**src/hw/rtl/utt_pkg.sv**
```systemverilog
`default_nettype none
package utt_pkg;

  localparam int unsigned QDepth = 4;
  localparam int unsigned QPtrW  = $clog2(QDepth);

  localparam logic [15:0] HiSurFirst  = 16'hD800;
  localparam logic [15:0] HiSurLast   = 16'hDBFF;
  localparam logic [15:0] LoSurFirst  = 16'hDC00;
  localparam logic [15:0] LoSurLast   = 16'hDFFF;
  localparam logic [20:0] SuppBase    = 21'h10000;
  localparam logic [20:0] Replacement = 21'h00FFFD;

  // one queue entry: the scalars that a single input byte produces
  typedef struct packed {
    logic        pre;   // a U+FFFD goes out ahead of the main scalar
    logic        main;  // main scalar present
    logic [20:0] cp;    // main scalar value
    logic        last;  // request carried the end-of-stream mark
  } entry_t;

  // encoded length minus one
  function automatic logic [1:0] utf8_len(input logic [20:0] cp);
    logic [1:0] n;
    if (cp[20:16] != 5'd0) begin
      n = 2'd3;
    end else if (cp[15:11] != 5'd0) begin
      n = 2'd2;
    end else if (cp[10:7] != 4'd0) begin
      n = 2'd1;
    end else begin
      n = 2'd0;
    end
    return n;
  endfunction

  function automatic logic [7:0] utf8_byte(input logic [20:0] cp, input logic [1:0] idx);
    logic [7:0] b;
    b = 8'h00;
    case (utf8_len(cp))
      2'd0: b = {1'b0, cp[6:0]};
      2'd1: begin
        case (idx)
          2'd0:    b = {3'b110, cp[10:6]};
          default: b = {2'b10, cp[5:0]};
        endcase
      end
      2'd2: begin
        case (idx)
          2'd0:    b = {4'b1110, cp[15:12]};
          2'd1:    b = {2'b10, cp[11:6]};
          default: b = {2'b10, cp[5:0]};
        endcase
      end
      default: begin
        case (idx)
          2'd0:    b = {5'b11110, cp[20:18]};
          2'd1:    b = {2'b10, cp[17:12]};
          2'd2:    b = {2'b10, cp[11:6]};
          default: b = {2'b10, cp[5:0]};
        endcase
      end
    endcase
    return b;
  endfunction

endpackage
`default_nettype wire

```
**src/hw/rtl/utf16_to_utf8_transcoder.sv**
```systemverilog
// Path: an input byte that completes a scalar is written into the queue when its request is
//   accepted; its first UTF-8 byte then moves from the queue head into the output register.
// Throughput: one input byte per cycle while the queue has room; the single encoder in the back
//   end gives one output byte per cycle while the queue is not empty and the output not stalled.
// Reset: rst is synchronous, active high; clears byte order, held bytes, queue and output valid.
`default_nettype none
module utf16_to_utf8_transcoder (
  input  wire logic       clk,
  input  wire logic       rst,
  // byte order register: 1 = high byte first
  input  wire logic       cfg_wen,
  input  wire logic       cfg_wdata,
  // input stream
  input  wire logic       s_axis_tvalid,
  output logic            s_axis_tready,
  input  wire logic [7:0] s_axis_tdata,   // [7:0] in_byte
  input  wire logic       s_axis_tlast,   // in_last
  // output stream
  output logic            m_axis_tvalid,
  input  wire logic       m_axis_tready,
  output logic [7:0]      m_axis_tdata,   // [7:0] out_byte
  output logic            m_axis_tlast,   // run_last
  output logic            m_axis_tuser    // [0] stream_end
);

  utt_pkg::entry_t q_in;
  utt_pkg::entry_t q_head;
  logic            q_push;
  logic            q_full;
  logic            q_pop;
  logic            q_empty;

  // front: pairs bytes into units, resolves surrogates, queues a request for each byte with output
  utt_front u_front (
    .clk       (clk),
    .rst       (rst),
    .cfg_wen   (cfg_wen),
    .cfg_wdata (cfg_wdata),
    .in_valid  (s_axis_tvalid),
    .in_byte   (s_axis_tdata),
    .in_last   (s_axis_tlast),
    .in_ready  (s_axis_tready),
    .q_full    (q_full),
    .q_push    (q_push),
    .q_entry   (q_in)
  );

  // short queue decouples byte intake from byte emission
  utt_queue u_queue (
    .clk        (clk),
    .rst        (rst),
    .push       (q_push),
    .push_entry (q_in),
    .full       (q_full),
    .pop        (q_pop),
    .head       (q_head),
    .empty      (q_empty)
  );

  // back: walks each request byte by byte into the output register
  utt_back u_back (
    .clk            (clk),
    .rst            (rst),
    .head           (q_head),
    .empty          (q_empty),
    .pop            (q_pop),
    .out_valid      (m_axis_tvalid),
    .out_ready      (m_axis_tready),
    .out_byte       (m_axis_tdata),
    .out_run_last   (m_axis_tlast),
    .out_stream_end (m_axis_tuser)
  );

  // end of stream is always also the end of a run
  a_end_is_run_last : assert property (@(posedge clk) disable iff (rst)
    (m_axis_tvalid && m_axis_tuser) |-> m_axis_tlast)
    else $error("stream_end without run_last");

  // a request leaves the queue only when the output register can take its last byte
  a_pop_needs_room : assert property (@(posedge clk) disable iff (rst)
    q_pop |-> (!q_empty && (!m_axis_tvalid || m_axis_tready)))
    else $error("queue popped without output room");

  // nothing is presented in the cycle after reset
  a_reset_clears_out : assert property (@(posedge clk)
    rst |=> !m_axis_tvalid)
    else $error("output valid after reset");

endmodule
`default_nettype wire

```
**src/hw/rtl/utt_front.sv**
```systemverilog
`default_nettype none
module utt_front (
  input  wire logic             clk,
  input  wire logic             rst,
  input  wire logic             cfg_wen,
  input  wire logic             cfg_wdata,
  input  wire logic             in_valid,
  input  wire logic [7:0]       in_byte,
  input  wire logic             in_last,
  output logic                  in_ready,
  input  wire logic             q_full,
  output logic                  q_push,
  output utt_pkg::entry_t       q_entry
);

  logic       big_endian;
  logic [7:0] held_byte;
  logic       have_byte;
  logic [9:0] held_high;   // surrogate offset bits only
  logic       have_high;

  logic        accept;
  logic [15:0] unit;
  logic        is_hi;
  logic        is_lo;
  logic        hold_byte;
  logic        hold_high;
  logic [20:0] supp;

  assign in_ready = !q_full;
  assign accept   = in_valid && in_ready;

  assign unit  = big_endian ? {held_byte, in_byte} : {in_byte, held_byte};
  assign is_hi = (unit >= utt_pkg::HiSurFirst) && (unit <= utt_pkg::HiSurLast);
  assign is_lo = (unit >= utt_pkg::LoSurFirst) && (unit <= utt_pkg::LoSurLast);
  assign supp  = utt_pkg::SuppBase + {1'b0, held_high, unit[9:0]};

  always_comb begin
    q_entry      = '0;
    q_entry.last = in_last;
    hold_byte    = 1'b0;
    hold_high    = 1'b0;
    if (!have_byte) begin
      if (!in_last) begin
        hold_byte = 1'b1;
      end else begin
        q_entry.pre  = have_high;
        q_entry.main = 1'b1;
        q_entry.cp   = utt_pkg::Replacement;
      end
    end else if (have_high && is_lo) begin
      q_entry.main = 1'b1;
      q_entry.cp   = supp;
    end else begin
      // lone high surrogate pending: flag it, then treat unit as fresh
      q_entry.pre = have_high;
      if (is_hi) begin
        if (in_last) begin
          q_entry.main = 1'b1;
          q_entry.cp   = utt_pkg::Replacement;
        end else begin
          hold_high = 1'b1;
        end
      end else if (is_lo) begin
        q_entry.main = 1'b1;
        q_entry.cp   = utt_pkg::Replacement;
      end else begin
        q_entry.main = 1'b1;
        q_entry.cp   = {5'd0, unit};
      end
    end
  end

  assign q_push = accept && (q_entry.pre || q_entry.main);

  always_ff @(posedge clk) begin
    if (rst) begin
      big_endian <= 1'b0;
      have_byte  <= 1'b0;
      have_high  <= 1'b0;
      held_byte  <= 8'd0;
      held_high  <= 10'd0;
    end else begin
      if (cfg_wen) begin
        big_endian <= cfg_wdata;
      end
      if (accept) begin
        have_byte <= hold_byte;
        if (hold_byte) begin
          held_byte <= in_byte;
        end
        if (have_byte) begin
          have_high <= hold_high;
        end else if (in_last) begin
          have_high <= 1'b0;
        end
        if (hold_high) begin
          held_high <= unit[9:0];
        end
      end
    end
  end

endmodule
`default_nettype wire

```
**src/hw/rtl/utt_queue.sv**
```systemverilog
`default_nettype none
module utt_queue (
  input  wire logic             clk,
  input  wire logic             rst,
  input  wire logic             push,
  input  wire utt_pkg::entry_t  push_entry,
  output logic                  full,
  input  wire logic             pop,
  output utt_pkg::entry_t       head,
  output logic                  empty
);

  utt_pkg::entry_t               slots [utt_pkg::QDepth];
  logic [utt_pkg::QPtrW-1:0]     wr_ptr;
  logic [utt_pkg::QPtrW-1:0]     rd_ptr;
  logic [utt_pkg::QPtrW:0]       count;
  logic                          do_push;
  logic                          do_pop;

  assign full    = (count == (utt_pkg::QPtrW+1)'(utt_pkg::QDepth));
  assign empty   = (count == '0);
  assign head    = slots[rd_ptr];
  assign do_push = push && !full;
  assign do_pop  = pop && !empty;

  always_ff @(posedge clk) begin
    if (do_push) begin
      slots[wr_ptr] <= push_entry;
    end
  end

  always_ff @(posedge clk) begin
    if (rst) begin
      wr_ptr <= '0;
      rd_ptr <= '0;
      count  <= '0;
    end else begin
      if (do_push) begin
        wr_ptr <= wr_ptr + 1'b1;
      end
      if (do_pop) begin
        rd_ptr <= rd_ptr + 1'b1;
      end
      case ({do_push, do_pop})
        2'b10:   count <= count + 1'b1;
        2'b01:   count <= count - 1'b1;
        default: count <= count;
      endcase
    end
  end

endmodule
`default_nettype wire

```
**src/hw/rtl/utt_back.sv**
```systemverilog
`default_nettype none
module utt_back (
  input  wire logic             clk,
  input  wire logic             rst,
  input  wire utt_pkg::entry_t  head,
  input  wire logic             empty,
  output logic                  pop,
  output logic                  out_valid,
  input  wire logic             out_ready,
  output logic [7:0]            out_byte,
  output logic                  out_run_last,
  output logic                  out_stream_end
);

  logic        in_main;   // past the leading replacement of this entry
  logic [1:0]  idx;
  logic        eff_main;
  logic [20:0] scalar;
  logic        scalar_end;
  logic        entry_end;
  logic        step;

  assign eff_main   = in_main || !head.pre;
  assign scalar     = eff_main ? head.cp : utt_pkg::Replacement;
  assign scalar_end = (idx == utt_pkg::utf8_len(scalar));
  assign entry_end  = scalar_end && (eff_main || !head.main);
  assign step       = !empty && (!out_valid || out_ready);
  assign pop        = step && entry_end;

  always_ff @(posedge clk) begin
    if (step) begin
      out_byte       <= utt_pkg::utf8_byte(scalar, idx);
      out_run_last   <= entry_end;
      out_stream_end <= entry_end && head.last;
    end
  end

  always_ff @(posedge clk) begin
    if (rst) begin
      out_valid <= 1'b0;
      in_main   <= 1'b0;
      idx       <= 2'd0;
    end else begin
      if (step) begin
        out_valid <= 1'b1;
      end else if (out_ready) begin
        out_valid <= 1'b0;
      end
      if (step) begin
        if (entry_end) begin
          in_main <= 1'b0;
          idx     <= 2'd0;
        end else if (scalar_end) begin
          in_main <= 1'b1;
          idx     <= 2'd0;
        end else begin
          idx <= idx + 2'd1;
        end
      end
    end
  end

endmodule
`default_nettype wire

```
**config.mk**
```make
export PLATFORM = sky130hd
export DESIGN_NAME = utf16_to_utf8_transcoder
export DESIGN_NICKNAME = d
export VERILOG_FILES = /design/src/hw/rtl/utt_pkg.sv /design/src/hw/rtl/utf16_to_utf8_transcoder.sv /design/src/hw/rtl/utt_front.sv /design/src/hw/rtl/utt_queue.sv /design/src/hw/rtl/utt_back.sv
export SDC_FILE = /design/constraint.sdc
export NUM_CORES = 1
export LEC_CHECK = 0
export ABC_AREA = 1
export BUFFER_PORTS_ARGS = -buffer_cell sky130_fd_sc_hd__buf_2
export CAP_MARGIN = 20
export CORE_ASPECT_RATIO = 2
export CORE_MARGIN = 3
export CORE_UTILIZATION = 55
export CTS_CLUSTER_DIAMETER = 80
export DETAILED_ROUTE_END_ITERATION = 10
export GPL_ROUTABILITY_DRIVEN = 0
export PLACE_DENSITY = 0.69
export SLEW_MARGIN = 15
export SYNTH_ARGS = -nofsm -noshare
export SYNTH_HDL_FRONTEND = slang
export SYNTH_SLANG_ARGS = --single-unit
```
**constraint.sdc**
```tcl
create_clock -name clk -period 4.4 [get_ports clk]
set_clock_uncertainty 0.15 [all_clocks]
set_input_delay 0.22 -clock clk [delete_from_list [all_inputs] [get_ports clk]]
set_output_delay 0.22 -clock clk [all_outputs]
set_load 0.005 [all_outputs]
```
==> results.md <==
* Crit path launch type: register
* CP Max Fanout at 18
* Vias at 5117
* Final Hold Viols at 0
* IR drop worst, VDD at 0.000368 V
* Setup ws final at 0.502 ns
* FFs w/ async S/R, synth at 0%
* Multi-input logic area at 2240 um2
* Post-synth EDFFs at 106
* Final WL at 15400 um
* Final std cells w/o fill at 899
* Crit end category: register
* Most frequent cells in the layout: nand2_1, edfxtp_1, inv_1
* PortBufs at 26
* Post-DP HPWL at 10400 um
* I/O Pins at 27
* DRC at 0
* Slew margin rel. at 46.9%
* HP Class: in2reg
* Placed Area at 6810 um2
* Reg clk slew, reported paths at 0.05 ns
* Crit path buf inv count at 3
* Nets@finish at 771
* Critical Path RT at 4.54 ns
* First-pass GRT wire length at 24600 um
* Most frequent CP cell: nand2_1
* Met2 Use GR at 44.6%
* Top Usage Layer GRT: met2
* FP Rows at 55
* Top_reg_cell synth: edfxtp_1
* Yosys Warn Count at 0
* Total grt overflow at 0
* Core Area at 11500 um2
* Fill count at 896
* Yosys reg bits at 140
* Finished Cell Area at 7590 um2
* Cell Area, Synth at 6580 um2
* CP Class: reg2reg
* Crit share post-route at 88.6%
* WP data arrival at 4.04 ns
* Htree depth at 4
* Synth Area in Compound Gates at 13.9%
* Leakage power at 3.00 nW
* Area Growth Syn to Fin at 15.2%
* Post-CTS Repair Setup Buffers at 0
* DP Worst Slack at 0.566 ns
* Vias in the first global route at 5046
* Overall Power at 3.19 mW
* Xor/xnor cell area share of the yosys netlist at 0.266%
* Post-Synth Adder-Cell Area at 2.39%
* Worst hold slack at 0.0514 ns
* PD cells at 420 nW/um2
* Main combinational cell family by area after synthesis: simple AND/OR/NAND/NOR gates
* Routed len/inst at 17.1 um
* Seq/Total Area, Yosys at 58.7%
* Largest net degree at the start of global routing at 45
* Post-Place Cells at 849
* Post-cts sizing count at 0
* Post-Synthesis Cells at 701
* Register area at 3860 um2
* Max stage delay on crit path at 0.43 ns
* Num CTS Buffers at 17
* Largest cells by area after synthesis: edfxtp_1, dfxtp_1, nand2_1
* Setup TNS at 0 ns
* Net Count, Synth at 728
* Top cell type by total area after synthesis: edfxtp_1
* Clock sink count at 140
* Critical Path, Cell by Cell: inv_2 > nand2_1 > nand3_1 > nand2_1 > nand2_1 > nand3_1 > nor3_4 > nand2_2 > nand2_1 > nand2_2 > nor2_4 > nand3_2 > clkinv_2 > ha_1 > inv_1 > fa_1 > a21oi_1 > o21ai_0 > o21ai_0 > a21oi_1
* # setup viols final at 0
* CTS hold repair buffers at 18
* Layout cells sized above 1 at 11.9%
* Avg Inst Size Synth at 9.39 um2
* Status: finished, final reports clean
* Die extent in x at 83.4 um
* Simple-gate area share of the yosys netlist at 17.2%
* Antenna violations before repair at 0
* CTS tree: yes
* Final core occ at 66.0%
* Max clock buf depth at 2
* Max Freq at 0.257 GHz
* Period minus WS final at 3.90 ns
* Mux cell area share after synthesis at 0%
* Worst path slowest cell: fa_1
* Starting Density at 57.3%
* DRT antenna net count at 0
* DRT iter0 DRCs at 334
* GR Util met1 at 23.9%
* Area of the die at 13400 um2
* Top cell type's share of synthesized area at 48.4%
* Later-pin clock latency in the skew report at 0.41 ns
* Antenna cells at 0
* Most common cell after layout, fill and taps aside: nand2_1
* Avg Vias per Cell at 5.69
* DIE HEIGHT at 161 um
* Delay-heaviest family, CP: simple AND/OR/NAND/NOR gates
* Max-slew violation count at 0
* Worst-Margin Slew at 0.794 ns
* Synth unique cells at 41
* Max_cap viols at 0
* Drt first pass iters at 5
* RSZ-0062 raised after global routing: false
* Root Buffer Master: clkbuf_16
* Met3 track demand over resource at 4.41%
* Gr usage total at 23.7%
-- report_power, final --
part	total [mW]	switching, mW	internal [mW]
Sequential	1.50	0.0200	1.48
Clock	1.38	0.516	0.865
Combinational	0.304	0.204	0.0998
-- final timing paths --
kind | start | endpoint | slack, ns | depth (start not counted)
worst max-delay path | register | u_queue.count[2] | 0.50 | 20
worst min-delay path | m_axis_tready | u_back.out_valid | 0.05 | 4
worst min register to register | u_front.held_high[5] | u_front.held_high[5] | 0.30 | 2
worst max register to register | register | u_queue.count[2] | 0.50 | 20
-- cell type report --
cell class / instances / area share [%]
sequential: 140 / 50.9
inverter: 84 / 4.17
timing repair buffer: 55 / 5.18
clock buffer: 24 / 7.19
clock inverter: 8 / 0.693
multi-input combinational: 446 / 29.5
tap: 142 / 2.34
-- routing by layer --
metal / wire length, um / share of wire, % / vias to the layer above
li1: - / - / 2478
met1: 5720 / 37 / 2404
met2: 8450 / 55 / 189
met3: 601 / 3.9 / 46
met4: 599 / 3.9 / 0
met5: 0 / 0 / -
-- worst min-delay path, stage by stage --
cell,delay [ns]
buf_2,0.08
nor2_1,0.05
o21ai_0,0.16
inv_1,0.05
-- sequential cells by signal, summed over array words and instances, names as in the netlist, named ones only --
register	count
u_back.out_run_last	1
u_front.held_byte	8
u_queue.count	3
u_front.big_endian	1
u_front.have_high	1
u_back.out_stream_end	1
u_queue.wr_ptr	2
u_back.out_byte	8
u_back.idx	2
u_back.out_valid	1
u_front.have_byte	1
u_front.held_high	10
u_queue.slots	96
u_back.in_main	1
u_queue.rd_ptr	2
-- logic make-up after synthesis --
kind of cell	after synthesis
simple gates	269
flops	140
fa+ha+maj	12
buf+inv	115
xor+xnor	2
compound gates	163
-- cells in the mapped netlist, types with 3 or more instances --
master     count
a21oi_1       40
a31oi_1        9
buf_2          5
buf_4          4
buf_6          5
clkbuf_1      15
dfxtp_1       34
edfxtp_1     106
ha_1          11
inv_1         79
inv_2          3
nand2_1      137
nand2_2        4
nand3_1       38
nand4_1        4
nor2_1        72
nor3_1         5
o2111ai_1      3
o211ai_1       9
o21ai_0       73
o21ai_1        9
o221ai_1       5
o22ai_1        7
Power figures use the tool's default switching activity.
